==> config.mk <==
export PLATFORM = sky130hd
export DESIGN_NAME = box_mean_filter_3x3_unit_flat
export DESIGN_NICKNAME = d
export VERILOG_FILES = /design/src/sv/bmf_pkg.sv /design/src/sv/bmf_pix_if.sv /design/src/sv/bmf_mean_if.sv /design/src/sv/bmf_ram.sv /design/src/sv/bmf_ctrl.sv /design/src/sv/bmf_datapath.sv /design/src/sv/box_mean_filter_3x3_unit.sv /design/src/flat_wrapper.sv
export SDC_FILE = /design/constraint.sdc
export NUM_CORES = 2
export LEC_CHECK = 0
export BUFFER_PORTS_ARGS = -buffer_cell sky130_fd_sc_hd__clkbuf_2
export CAP_MARGIN = 20
export CORE_ASPECT_RATIO = 1.2
export CORE_MARGIN = 1
export CORE_UTILIZATION = 55
export DETAILED_ROUTE_END_ITERATION = 10
export GPL_ROUTABILITY_DRIVEN = 0
export PLACE_DENSITY = 0.7
export SETUP_SLACK_MARGIN = 0.4
export SYNTH_ARGS = -nofsm -noshare
export SYNTH_HDL_FRONTEND = slang
export SYNTH_SLANG_ARGS = --single-unit
==> constraint.sdc <==
create_clock -name clk -period 10.6 [get_ports clk]
set_input_delay 2.12 -clock clk [delete_from_list [all_inputs] [get_ports clk]]
set_output_delay 2.12 -clock clk [all_outputs]
set_load 0.1 [all_outputs]
==> src/sv/bmf_pkg.sv <==
// ----------------------------------------------------------------------------
// bmf_pkg
// Types and constants shared by the 3x3 box mean filter.
// ----------------------------------------------------------------------------
`default_nettype none

package bmf_pkg;

  localparam int MAX_WIDTH_DEF   = 128;
  localparam int PIXEL_BITS_DEF  = 8;
  localparam int HEIGHT_LIMIT    = 1024;
  localparam int ROW_BITS        = $clog2(HEIGHT_LIMIT);
  localparam int CFG_WIDTH_BITS  = 8;
  localparam int CFG_HEIGHT_BITS = 11;
  localparam int CFG_DATA_BITS   = 11;
  localparam int CFG_INDEX_BITS  = 1;
  localparam int WIDTH_RESET     = 80;
  localparam int HEIGHT_RESET    = 21;

  localparam logic REQ_PIXEL = 1'b0;

  typedef enum logic [CFG_INDEX_BITS-1:0] {
    REG_FRAME_WIDTH  = 1'b0,
    REG_FRAME_HEIGHT = 1'b1
  } reg_index_t;

  typedef enum logic [2:0] {
    ST_IDLE,
    ST_READ,
    ST_TAIL,
    ST_MUL,
    ST_FIN
  } state_t;

  typedef struct packed {
    logic take_pixel;
    logic start;
    logic read;
    logic mul;
    logic load;
  } cmd_t;

  typedef struct packed {
    logic is_pixel;
    logic out_due;
    logic full;
    logic rd_done;
    logic out_busy;
  } status_t;

endpackage

`default_nettype wire

==> src/sv/bmf_pix_if.sv <==
// ----------------------------------------------------------------------------
// bmf_pix_if
// Input channel: pixel or drain request with valid/ready handshake.
// ----------------------------------------------------------------------------
`default_nettype none

interface bmf_pix_if #(
  parameter int PIXEL_BITS = bmf_pkg::PIXEL_BITS_DEF
);
  logic                  valid;
  logic                  ready;
  logic                  req_type;
  logic [PIXEL_BITS-1:0] pixel_value;

  modport source (output valid, output req_type, output pixel_value, input ready);
  modport sink (input valid, input req_type, input pixel_value, output ready);
endinterface

`default_nettype wire

==> src/sv/bmf_mean_if.sv <==
// ----------------------------------------------------------------------------
// bmf_mean_if
// Output channel: filtered pixel with valid/ready handshake.
// ----------------------------------------------------------------------------
`default_nettype none

interface bmf_mean_if #(
  parameter int PIXEL_BITS = bmf_pkg::PIXEL_BITS_DEF
);
  logic                  valid;
  logic                  ready;
  logic [PIXEL_BITS-1:0] mean_value;
  logic                  frame_last;

  modport source (output valid, output mean_value, output frame_last, input ready);
  modport sink (input valid, input mean_value, input frame_last, output ready);
endinterface

`default_nettype wire

==> src/sv/bmf_ram.sv <==
// ----------------------------------------------------------------------------
// bmf_ram
// Generic single-write, single-read RAM with registered read data.
// ----------------------------------------------------------------------------
`default_nettype none

module bmf_ram #(
  parameter int WIDTH = 8,
  parameter int DEPTH = 512
) (
  input  logic                     clk,
  input  logic                     we,
  input  logic [$clog2(DEPTH)-1:0] waddr,
  input  logic [WIDTH-1:0]         wdata,
  input  logic [$clog2(DEPTH)-1:0] raddr,
  output logic [WIDTH-1:0]         rdata
);

  logic [WIDTH-1:0] mem [DEPTH];

  always_ff @(posedge clk) begin
    if (we) begin
      mem[waddr] <= wdata;
    end
    rdata <= mem[raddr];
  end

endmodule

`default_nettype wire

==> src/sv/bmf_ctrl.sv <==
// ----------------------------------------------------------------------------
// bmf_ctrl
// Sequencer: takes an item; for one with a result runs nine neighbor reads, scales, loads result.
// ----------------------------------------------------------------------------
`default_nettype none

module bmf_ctrl (
  input  logic              clk,
  input  logic              rst,
  input  logic              in_valid,
  output logic              in_ready,
  input  bmf_pkg::status_t  status,
  output bmf_pkg::cmd_t     cmd
);
  import bmf_pkg::*;

  state_t state;
  state_t state_next;

  always_ff @(posedge clk) begin
    if (rst) begin
      state <= ST_IDLE;
    end else begin
      state <= state_next;
    end
  end

  always_comb begin
    state_next = state;
    cmd        = '0;
    in_ready   = 1'b0;
    case (state)
      ST_IDLE: begin
        in_ready = 1'b1;
        if (in_valid) begin
          if (status.is_pixel) begin
            cmd.take_pixel = 1'b1;
            if (status.out_due) begin
              cmd.start  = 1'b1;
              state_next = ST_READ;
            end
          end else if (status.full) begin
            // drain item: push out the next pending result
            cmd.start  = 1'b1;
            state_next = ST_READ;
          end
        end
      end
      ST_READ: begin
        cmd.read = 1'b1;
        if (status.rd_done) begin
          state_next = ST_TAIL;
        end
      end
      ST_TAIL: begin
        state_next = ST_MUL;
      end
      ST_MUL: begin
        cmd.mul    = 1'b1;
        state_next = ST_FIN;
      end
      ST_FIN: begin
        // hold until the output register frees up
        if (!status.out_busy) begin
          cmd.load   = 1'b1;
          state_next = ST_IDLE;
        end
      end
      default: begin
        state_next = ST_IDLE;
      end
    endcase
  end

endmodule

`default_nettype wire

==> src/sv/bmf_datapath.sv <==
// ----------------------------------------------------------------------------
// bmf_datapath
// Pixel ring buffer, position counters, neighbor sum and mean scaling.
// ----------------------------------------------------------------------------
`default_nettype none

module bmf_datapath #(
  parameter int MAX_WIDTH  = bmf_pkg::MAX_WIDTH_DEF,
  parameter int PIXEL_BITS = bmf_pkg::PIXEL_BITS_DEF
) (
  input  logic                                clk,
  input  logic                                rst,
  input  logic                                cfg_we,
  input  logic [bmf_pkg::CFG_INDEX_BITS-1:0]  cfg_index,
  input  logic [bmf_pkg::CFG_DATA_BITS-1:0]   cfg_data,
  input  logic                                req_type,
  input  logic [PIXEL_BITS-1:0]               pixel_value,
  input  bmf_pkg::cmd_t                       cmd,
  output bmf_pkg::status_t                    status,
  output logic                                mean_valid,
  input  logic                                mean_ready,
  output logic [PIXEL_BITS-1:0]               mean_value,
  output logic                                frame_last
);
  import bmf_pkg::*;

  // ring of the most recent pixels; a window spans 2*width+3 positions
  localparam int DEPTH = 2 ** $clog2(2 * MAX_WIDTH + 3);
  localparam int AW    = $clog2(DEPTH);
  localparam int CW    = $clog2(MAX_WIDTH);
  localparam int EW    = $clog2(MAX_WIDTH + 1);
  localparam int HW    = CFG_HEIGHT_BITS;
  localparam int RW    = ROW_BITS;
  localparam int SW    = PIXEL_BITS + 4;
  localparam int K     = PIXEL_BITS + 8;
  localparam int PW    = SW + K + 1;

  // ceil(2^K / n): exact truncating division for all sums that occur
  localparam logic [K:0] RECIP1 = (K + 1)'(1 << K);
  localparam logic [K:0] RECIP2 = (K + 1)'((1 << K) / 2);
  localparam logic [K:0] RECIP3 = (K + 1)'(((1 << K) + 2) / 3);
  localparam logic [K:0] RECIP4 = (K + 1)'((1 << K) / 4);
  localparam logic [K:0] RECIP6 = (K + 1)'(((1 << K) + 5) / 6);
  localparam logic [K:0] RECIP9 = (K + 1)'(((1 << K) + 8) / 9);

  logic [CFG_WIDTH_BITS-1:0] fw_reg;
  logic [HW-1:0]             fh_reg;
  logic [EW-1:0]             w_eff;
  logic [HW-1:0]             h_eff;

  logic [CW-1:0] in_col;
  logic [RW-1:0] in_row;
  logic [AW-1:0] in_addr;
  logic          full;
  logic [CW-1:0] out_col;
  logic [RW-1:0] out_row;
  logic [AW-1:0] out_addr;

  logic [1:0]            rd_dx;
  logic [1:0]            rd_dy;
  logic [AW-1:0]         rd_base;
  logic [AW-1:0]         rd_addr;
  logic [PIXEL_BITS-1:0] rd_data;
  logic                  take_d;
  logic                  in_frame;
  logic [SW-1:0]         sum;
  logic [3:0]            cnt;
  logic [K:0]            recip;
  logic [PW-1:0]         prod;
  logic                  last_pend;

  logic in_col_end;
  logic in_row_end;
  logic out_col_end;
  logic out_row_end;

  always_comb begin
    if (fw_reg == '0) begin
      w_eff = EW'(1);
    end else if (int'(fw_reg) > MAX_WIDTH) begin
      w_eff = EW'(MAX_WIDTH);
    end else begin
      w_eff = EW'(fw_reg);
    end
    if (fh_reg == '0) begin
      h_eff = HW'(1);
    end else if (fh_reg > HW'(HEIGHT_LIMIT)) begin
      h_eff = HW'(HEIGHT_LIMIT);
    end else begin
      h_eff = fh_reg;
    end
  end

  assign in_col_end  = (EW'(in_col) == w_eff - EW'(1));
  assign in_row_end  = (HW'(in_row) == h_eff - HW'(1));
  assign out_col_end = (EW'(out_col) == w_eff - EW'(1));
  assign out_row_end = (HW'(out_row) == h_eff - HW'(1));

  // drop neighbors that fall outside the frame
  assign in_frame = !((rd_dy == 2'd0) && (out_row == '0)) &&
                    !((rd_dy == 2'd2) && out_row_end) &&
                    !((rd_dx == 2'd0) && (out_col == '0)) &&
                    !((rd_dx == 2'd2) && out_col_end);

  assign rd_addr = rd_base + AW'(rd_dx);

  always_comb begin
    status.is_pixel = (req_type == REQ_PIXEL) && !full;
    // first result is due once one row and one pixel are in
    status.out_due  = (in_row >= RW'(2)) || ((in_row == RW'(1)) && (in_col != '0));
    status.full     = full;
    status.rd_done  = (rd_dx == 2'd2) && (rd_dy == 2'd2);
    status.out_busy = mean_valid && !mean_ready;
  end

  always_comb begin
    case (cnt)
      4'd1:    recip = RECIP1;
      4'd2:    recip = RECIP2;
      4'd3:    recip = RECIP3;
      4'd4:    recip = RECIP4;
      4'd6:    recip = RECIP6;
      4'd9:    recip = RECIP9;
      default: recip = '0;
    endcase
  end

  bmf_ram #(
    .WIDTH (PIXEL_BITS),
    .DEPTH (DEPTH)
  ) u_ram (
    .clk   (clk),
    .we    (cmd.take_pixel),
    .waddr (in_addr),
    .wdata (pixel_value),
    .raddr (rd_addr),
    .rdata (rd_data)
  );

  // control state
  always_ff @(posedge clk) begin
    if (rst) begin
      fw_reg     <= CFG_WIDTH_BITS'(WIDTH_RESET);
      fh_reg     <= HW'(HEIGHT_RESET);
      in_col     <= '0;
      in_row     <= '0;
      in_addr    <= '0;
      full       <= 1'b0;
      out_col    <= '0;
      out_row    <= '0;
      out_addr   <= '0;
      rd_dx      <= '0;
      rd_dy      <= '0;
      take_d     <= 1'b0;
      mean_valid <= 1'b0;
    end else begin
      take_d <= cmd.read && in_frame;

      if (cmd.start) begin
        rd_dx <= '0;
        rd_dy <= '0;
      end else if (cmd.read) begin
        if (rd_dx == 2'd2) begin
          rd_dx <= '0;
          rd_dy <= rd_dy + 2'd1;
        end else begin
          rd_dx <= rd_dx + 2'd1;
        end
      end

      if (cmd.take_pixel) begin
        in_addr <= in_addr + AW'(1);
        if (in_col_end) begin
          in_col <= '0;
          if (in_row_end) begin
            in_row <= '0;
            full   <= 1'b1;
          end else begin
            in_row <= in_row + RW'(1);
          end
        end else begin
          in_col <= in_col + CW'(1);
        end
      end

      if (mean_valid && mean_ready) begin
        mean_valid <= 1'b0;
      end

      if (cmd.load) begin
        mean_valid <= 1'b1;
        if (last_pend) begin
          // final result of the frame: ready for a new one
          in_col   <= '0;
          in_row   <= '0;
          in_addr  <= '0;
          full     <= 1'b0;
          out_col  <= '0;
          out_row  <= '0;
          out_addr <= '0;
        end else begin
          out_addr <= out_addr + AW'(1);
          if (out_col_end) begin
            out_col <= '0;
            out_row <= out_row + RW'(1);
          end else begin
            out_col <= out_col + CW'(1);
          end
        end
      end

      if (cfg_we) begin
        case (cfg_index)
          REG_FRAME_WIDTH:  fw_reg <= cfg_data[CFG_WIDTH_BITS-1:0];
          REG_FRAME_HEIGHT: fh_reg <= cfg_data;
          default: ;
        endcase
        in_col   <= '0;
        in_row   <= '0;
        in_addr  <= '0;
        full     <= 1'b0;
        out_col  <= '0;
        out_row  <= '0;
        out_addr <= '0;
      end
    end
  end

  // payload
  always_ff @(posedge clk) begin
    if (cmd.start) begin
      rd_base   <= out_addr - AW'(w_eff) - AW'(1);
      sum       <= '0;
      cnt       <= '0;
      last_pend <= !status.is_pixel && out_row_end && out_col_end;
    end else begin
      if (cmd.read) begin
        cnt <= cnt + 4'(in_frame);
        if (rd_dx == 2'd2) begin
          rd_base <= rd_base + AW'(w_eff);
        end
      end
      if (take_d) begin
        sum <= sum + SW'(rd_data);
      end
    end

    if (cmd.mul) begin
      prod <= PW'(sum) * PW'(recip);
    end

    if (cmd.load) begin
      mean_value <= prod[K +: PIXEL_BITS];
      frame_last <= last_pend;
    end
  end

endmodule

`default_nettype wire

==> src/sv/box_mean_filter_3x3_unit.sv <==
// ----------------------------------------------------------------------------
// box_mean_filter_3x3_unit
// 3x3 box mean filter over a raster pixel stream, edge-aware truncating mean.
// ----------------------------------------------------------------------------
// Channel  Direction  Payload                   Transfer
// pixels   in         req_type, pixel_value     valid & ready
// means    out        mean_value, frame_last    valid & ready
// cfg      in         cfg_index, cfg_data       cfg_we (0 = width, 1 = height)
//
// An item that yields a result runs nine ring RAM reads (one read port), then
// the last add, multiply and load; the next item is taken after that load.
// An item with no result leaves the block idle and ready for the next item.
// Reset (synchronous) gives an 80 x 21 frame and an empty pipeline.
// The result register holds a stalled result; the next item is still taken,
// and only the load of its result waits for means.ready.
// ----------------------------------------------------------------------------
`default_nettype none

module box_mean_filter_3x3_unit #(
  parameter int MAX_WIDTH  = bmf_pkg::MAX_WIDTH_DEF,
  parameter int PIXEL_BITS = bmf_pkg::PIXEL_BITS_DEF
) (
  input  logic                               clk,
  input  logic                               rst,
  input  logic                               cfg_we,
  input  logic [bmf_pkg::CFG_INDEX_BITS-1:0] cfg_index,
  input  logic [bmf_pkg::CFG_DATA_BITS-1:0]  cfg_data,
  bmf_pix_if.sink                            pixels,
  bmf_mean_if.source                         means
);
  import bmf_pkg::*;

  cmd_t    cmd;
  status_t status;

  bmf_ctrl u_ctrl (
    .clk      (clk),
    .rst      (rst),
    .in_valid (pixels.valid),
    .in_ready (pixels.ready),
    .status   (status),
    .cmd      (cmd)
  );

  bmf_datapath #(
    .MAX_WIDTH  (MAX_WIDTH),
    .PIXEL_BITS (PIXEL_BITS)
  ) u_datapath (
    .clk         (clk),
    .rst         (rst),
    .cfg_we      (cfg_we),
    .cfg_index   (cfg_index),
    .cfg_data    (cfg_data),
    .req_type    (pixels.req_type),
    .pixel_value (pixels.pixel_value),
    .cmd         (cmd),
    .status      (status),
    .mean_valid  (means.valid),
    .mean_ready  (means.ready),
    .mean_value  (means.mean_value),
    .frame_last  (means.frame_last)
  );

endmodule

`default_nettype wire

==> src/flat_wrapper.sv <==
// flat-port wrapper written by rule: the top's interface ports become plain ports
module box_mean_filter_3x3_unit_flat import bmf_pkg::*;
#(
  parameter int MAX_WIDTH  = bmf_pkg::MAX_WIDTH_DEF,
  parameter int PIXEL_BITS = bmf_pkg::PIXEL_BITS_DEF
)
  (clk, rst, cfg_we, cfg_index, cfg_data, pixels_valid, pixels_req_type, pixels_pixel_value, pixels_ready, means_valid, means_mean_value, means_frame_last, means_ready);
  bmf_pix_if #(.PIXEL_BITS(PIXEL_BITS)) pixels_i ();
  bmf_mean_if #(.PIXEL_BITS(PIXEL_BITS)) means_i ();
  input  logic clk;
  input  logic rst;
  input  logic cfg_we;
  input  logic [bmf_pkg::CFG_INDEX_BITS-1:0] cfg_index;
  input  logic [bmf_pkg::CFG_DATA_BITS-1:0] cfg_data;
  input wire logic [$bits(pixels_i.valid)-1:0] pixels_valid;
  input wire logic [$bits(pixels_i.req_type)-1:0] pixels_req_type;
  input wire logic [$bits(pixels_i.pixel_value)-1:0] pixels_pixel_value;
  output wire logic [$bits(pixels_i.ready)-1:0] pixels_ready;
  output wire logic [$bits(means_i.valid)-1:0] means_valid;
  output wire logic [$bits(means_i.mean_value)-1:0] means_mean_value;
  output wire logic [$bits(means_i.frame_last)-1:0] means_frame_last;
  input wire logic [$bits(means_i.ready)-1:0] means_ready;
  assign pixels_i.valid = pixels_valid;
  assign pixels_i.req_type = pixels_req_type;
  assign pixels_i.pixel_value = pixels_pixel_value;
  assign pixels_ready = pixels_i.ready;
  assign means_valid = means_i.valid;
  assign means_mean_value = means_i.mean_value;
  assign means_frame_last = means_i.frame_last;
  assign means_i.ready = means_ready;
  box_mean_filter_3x3_unit #(.MAX_WIDTH(MAX_WIDTH), .PIXEL_BITS(PIXEL_BITS)) u_core (.clk(clk), .rst(rst), .cfg_we(cfg_we), .cfg_index(cfg_index), .cfg_data(cfg_data), .pixels(pixels_i), .means(means_i));
endmodule
**Word level (Yosys, flattened, before mapping)**

Memories as Yosys holds them, arrays and structs flattened. A register that Yosys moved wholly into a read port is not among the register bits.
Index checks and enable logic that the tools add are counted.

- Flip-flop bits (word level): 140
- Bits in writable memories: 4096
- Input bits: 26
- Output and inout bits: 11
- Logic and storage cells: 162
- Memories kept: 1

- $add $sub $neg: 16
- Multipliers: 1
- Order comparisons: 3
- Equal/unequal tests: 22
- Mux-type cells: 53
- Bitwise operators: 2
- Reductions and logical operators: 43

Memory list:

| memory | depth | bits a word | rd ports | clocked after memory_dff | write ports | line | source |
|---|---|---|---|---|---|---|---|
| u_core.u_datapath.u_ram.mem | 512 | 8 | 1 | 1 | 1 | bmf_ram.sv:19 | `logic [WIDTH-1:0] mem [DEPTH];` |

Operators by type and width:

| cell | count |
|---|---|
| $pmux 17 s6 | 1 |
| $mux 10 | 7 |
| $mux 9 | 7 |
| $mux 7 | 6 |
| $mul 12x17->24 | 1 |
| $eq 10x11->1 | 2 |
| $mux 11 | 2 |
| $add 10x1->10 const B | 2 |
| $add 9x1->9 const B | 2 |
| $mux 1 | 18 |
| $mux 3 | 6 |
| $eq 7x8->1 | 2 |
| $mux 8 | 2 |
| $logic_and 1x1->1 | 15 |
| $pmux 3 s5 | 1 |
| $add 7x1->7 const B | 2 |
| $add 12x8->12 | 1 |
| $gt 11x11->1 const B | 1 |
| $logic_not 11->1 | 1 |
| $sub 11x1->11 const B | 1 |
| $eq 10x1->1 const B | 1 |
| $ge 10x2->1 const B | 1 |
| $logic_not 10->1 | 1 |
| $reduce_and 2->1 | 5 |
| other kinds (32) | 52 |

**Depth between registers and ports, before layout**

- Depth in word-level cells: 11
- Depth in mapped cells: 24
- Gate-level depth less buffers: 23

**Cells and area by module**

Synthesis repeated with hierarchy kept, for this count alone.

- Cells, all modules: 9496
- Area, all modules: 172605.5 um^2

By module, submodules not included:

| module | instances | cells an instance | area an instance (um^2) | sequential area each (um^2) |
|---|---|---|---|---|
| bmf_ram | 1 | 8030 | 159927.1 | 123158.1 |
| bmf_datapath | 1 | 1445 | 12483.2 | 2692.6 |
| bmf_ctrl | 1 | 21 | 195.2 | 60.1 |

**Least setup slack after synthesis**

Ideal clock, no wire load.

- Kind: register -> register
- Start point: register u_core.u_datapath.cnt[1]
- End point: register u_core.u_datapath.prod[23], data pin
- Setup time: 0.266 ns
- Data arrival time: 5.986 ns
- Data required time: 10.334 ns
- Slack: 4.348 ns
- Stages on the path, launching flop included: 22
- Buffers on the path: 2
- Cells stage by stage: dfxtp_1 clkbuf_1 nor4bb_1 o21bai_1 clkbuf_1 o21ai_0 fa_1 fa_1 inv_1 fa_1 fa_1 inv_1 fa_1 inv_1 ha_1 a211o_1 a2111oi_0 o31ai_1 a31oi_1 a21oi_1 o41ai_1 xnor2_1

- Word-level cells in the longest chain between the ends: 3

Ends and longest elaborated chain:

| what | line | source |
|---|---|---|
| start: declaration | bmf_datapath.sv:67 | `logic [3:0] cnt;` |
| start signal: assignment | bmf_datapath.sv:238 | `cnt <= cnt + 4'(in_frame);` |
| $eq 4x4->1, or another cell as far along | bmf_datapath.sv:117 | `case (cnt)` |
| $pmux 17 s6 (*) | bmf_datapath.sv:117 |  |
| $mul 12x17->24 (*) | bmf_datapath.sv:249 | `prod <= PW'(sum) * PW'(recip);` |
| end signal: assignment | bmf_datapath.sv:249 |  |
| end: declaration | bmf_datapath.sv:69 | `logic [PW-1:0] prod;` |

Mark *: on every way between the ends. The rest lies on a longest branch, timed or not.
A chain may end at the register's enable or synchronous reset.

**Final worst setup path**

- Start point: register u_core.u_datapath.cnt[0]
- End point: register u_core.u_datapath.prod[23], data pin

The elaborated chain is that of the path after synthesis.

==> Implementation_results.wiki <==
{| class="wikitable"
! Metric !! Value
|-
| Met1 routed wirelength after detailed routing || about 160 mm
|-
| Site Rows || 223
|-
| Overall routed net length || approximately 410 mm
|-
| Period utilisation layout || 67.1%
|-
| Cell type contributing the most total cell area after synthesis || sky130_fd_sc_hd__edfxtp_1
|-
| Total instance count after detailed placement || about 12,000
|-
| Detailed-placement wirelength estimate || between 200 and 250 mm
|-
| Final instance count without filler cells || approximately 13,000
|-
| Setup Viol. Count Final || 0
|-
| Nets || 8,722
|-
| Via count of the first global-routing pass || 84,600
|-
| Arrival time reported for the critical path endpoint || a little under 8 ns
|-
| Top flip-flop cell by instance count after synthesis || sky130_fd_sc_hd__edfxtp_1
|-
| Sequential share of the synthesized area || 73.9%
|-
| Largest register FFs || a little over 4,000
|-
| Post-layout min period || 7.12 ns
|-
| Wire length on met2 || around 200 mm
|-
| Share of cells above drive strength 1 || between 20% and 30%
|-
| Number of synthesized register bits || roughly 4,200
|-
| Worst skew pair latency || approximately 0.92 ns
|-
| Post-Synthesis Cells || 8,371
|-
| Total congestion overflow || 0
|-
| Initial cell density of the core || 55.3%
|-
| TritonCTS buffer count || roughly 400
|-
| Cell Area, Synth || approximately 0.17 mm2
|-
| Kind of launch point of the worst setup path || flop
|-
| Cell repeated most along the worst path || sky130_fd_sc_hd__fa_1
|-
| Wire length of the first global-routing pass || 601 mm
|-
| Placeable core region || just over 0.3 mm2
|-
| Final Skew || between 0.08 and 0.09 ns
|-
| Outcome || completed
|-
| Top Family by Delay on Critical Path || adder cells
|-
| Sinks on Clock Net || approximately 4,200
|-
| Post-synthesis average cell area || approximately 20 um2
|-
| Maximum number of pins on one net before global-route repair || 233
|-
| Largest stage delay on the critical path || approximately 0.8 ns
|-
| Final count of hold timing violations || 0
|-
| Combined global-route utilization of all metal layers || 26.8%
|-
| Post-synth top cells || sky130_fd_sc_hd__edfxtp_1 (4,123), sky130_fd_sc_hd__mux4_2 (1,200), sky130_fd_sc_hd__nor2_1 (630)
|-
| CTS resizes || 0
|-
| Max capacitance violation total || 0
|-
| Required time of the critical path || 11.25 ns
|-
| Setup Fix Bufs, Post-CTS || 0
|-
| Clock root buffer || sky130_fd_sc_hd__clkbuf_16
|-
| Critical Setup Path Class || reg2reg
|-
| Post-DR wirelength/cell || roughly 32 um
|-
| Element type at the critical path end || flop
|-
| I/O pin cnt || 37
|-
| Critical path buffer and inverter count || 3
|-
| Drt via density || roughly 6.5
|-
| Dominant cell by count in the synthesized netlist || sky130_fd_sc_hd__edfxtp_1
|-
| Cell variety after synth || 85
|-
| TritonCTS clock tree || built
|-
| Number of antenna-violating nets in the routed design || 0
|-
| Max stage delay cell, worst path || sky130_fd_sc_hd__nor2_1
|-
| Count of synthesis-stage warnings from yosys || 0
|-
| Number of fill cells || approximately 21,000
|-
| CTS H-Tree Depth || 5
|-
| Slew at the pin closest to its max-slew limit || approximately 1.4 ns
|-
| Vias after detailed routing || between 80,000 and 90,000
|-
| DRC violation count after routing || 0
|-
| Area share of the leading cell type in the synthesized netlist || roughly 73%
|-
| Total power divided by cell area || 184 mW/mm2
|-
| Type of the worst min-delay path || reg2reg
|-
| Pins Over Slew Limit || 0
|-
| Hold-fix buffers at CTS || 0
|-
| First-iteration detailed-routing DRC count || ~11,000
|-
| Maximum VDD drop || about 140 uV
|-
| Count of TritonRoute iterations in the first routing pass || 6
|-
| Synth area leaders || sky130_fd_sc_hd__edfxtp_1 (73%), sky130_fd_sc_hd__mux4_2 (16%), sky130_fd_sc_hd__fa_1 (1.5%)
|-
| Die boundary height || a little over 600 um
|-
| Clk slew on worst S/H paths || roughly 0.06 ns
|-
| Asr flop ratio synth || 0%
|-
| DIE AREA || about 0.31 mm2
|-
| Antenna violations before repair || 17
|-
| DR WL met3 || around 36 mm
|-
| Highest attainable clock frequency || 141 MHz
|-
| Static Leakage || between 50 and 60 nW
|-
| Synth Net Count || about 8,600
|-
| Worst slew margin relative to its limit || between 6 and 7%
|-
| Critical-path cell list || nand2b_1 > nor2_1 > nand2_1 > fa_1 > inv_1 > fa_1 > fa_1 > fa_1 > inv_1 > fa_1 > inv_1 > ha_1 > a211o_1 > a2111oi_0 > o31ai_1 > a31oi_1 > a21oi_1 > o41ai_1 > xnor2_1
|-
| Setup total negative slack || 0 ns
|-
| Area growth from synthesis to layout || 10.4%
|-
| Buffer depth of the longest clock path || 4
|-
| Number of flops mapped to enable cells by yosys || about 4,000
|-
| Highest net fanout along the worst path || 14
|-
| Top metal layer carrying routed signals || met5
|-
| Number of buffers inserted by port buffering || 36
|-
| Die outline width || 510 um
|-
| RSZ-0062 raised after global routing || no
|}
==> cells in the final DEF, fill, tap and decap left out, drive strengths merged, types with 15 or more instances in the layout <==
cell,netlist,layout
and2,32,32
a2111oi,16,16
inv,245,261
o21ai,46,46
a211oi,64,64
edfxtp,4123,4123
dfxtp,105,105
clkinv,0,171
nor3,31,31
mux2i,93,93
bufinv,0,40
mux4,1200,1200
xnor2,53,53
o22ai,22,22
fa,129,129
xor2,43,43
nand3,103,103
buf,205,147
a21oi,85,85
nor4,32,32
or3,15,15
nand2,404,404
clkbuf,266,514
ha,89,89
nor2,631,631
and3,54,54
nand4,35,35
nor2b,25,25
a22oi,40,40
a31oi,19,19
==> kinds of logic (layout without fill, tap and decap cells) <==
group | after synthesis | in the layout | synth area share [%]
AO/OA/AOI/OAI | 388 | 388 | 1.55
AND/OR/NAND/NOR | 1424 | 1424 | 3.69
XOR/XNOR | 97 | 97 | 0.506
adder cells (fa/ha/maj) | 218 | 218 | 2.17
buffers and inverters | 716 | 1145 | 1.79
other | 0 | 11 | 0
flip-flops | 4228 | 4228 | 73.9
multiplexers | 1300 | 1300 | 16.4
==> per-stage QoR <==
step | power (mW) | util [%] | worst slack, ns | area, um2 | hold slack, ns
finish | 34.7 | 61.1 | 3.48 | 188000 | 0.427
global route | 35.5 | 61.1 | 3.18 | 188000 | 0.439
CTS | 34.8 | 61.1 | 3.56 | 188000 | 0.429
detailed placement | 20.9 | 56.9 | 3.56 | 175000 | 0.415
global placement | 20.9 | 56.9 | 3.72 | 175000 | 0.409
floorplan | 20.0 | - | 4.35 | 170000 | 0.400
==> area by class of cell <==
class	count	area [um2]	area share, %
repair buffers	177	1700	0.905
clock buffers	485	10500	5.58
flip-flops and latches	4228	126000	66.9
multi-input cells	3427	41800	22.2
inverters	245	920	0.489
well taps	4050	5070	2.69
diodes	11	27.5	0.0146
clock inverters	238	2250	1.20
==> power by group <==
group	internal (mW)	switching [mW]	total (mW)
combinational	0.885	1.27	2.15
sequential	18.3	0.0434	18.4
clock	8.02	6.10	14.1
total	27.2	7.41	34.7
==> path summary, 6_finish.rpt <==
path                                                  from                         endpoint  slack, ns  cells after the start
worst max-delay path              u_core.u_datapath.cnt[0]       u_core.u_datapath.prod[23]       3.48                     19
worst min register to register  u_core.u_datapath.prod[22]  u_core.u_datapath.mean_value[6]       0.43                      0
worst min-delay path            u_core.u_datapath.prod[22]  u_core.u_datapath.mean_value[6]       0.43                      0
worst max register to register    u_core.u_datapath.cnt[0]       u_core.u_datapath.prod[23]       3.48                     19
==> metal layers <==
metal,track usage (%),vias to the layer above
li1,-,34200
met1,37.1,44500
met2,43.5,4345
met3,4.60,736
met4,9.31,6
met5,0,-
Note: power is estimated with default switching activity, not from simulation.
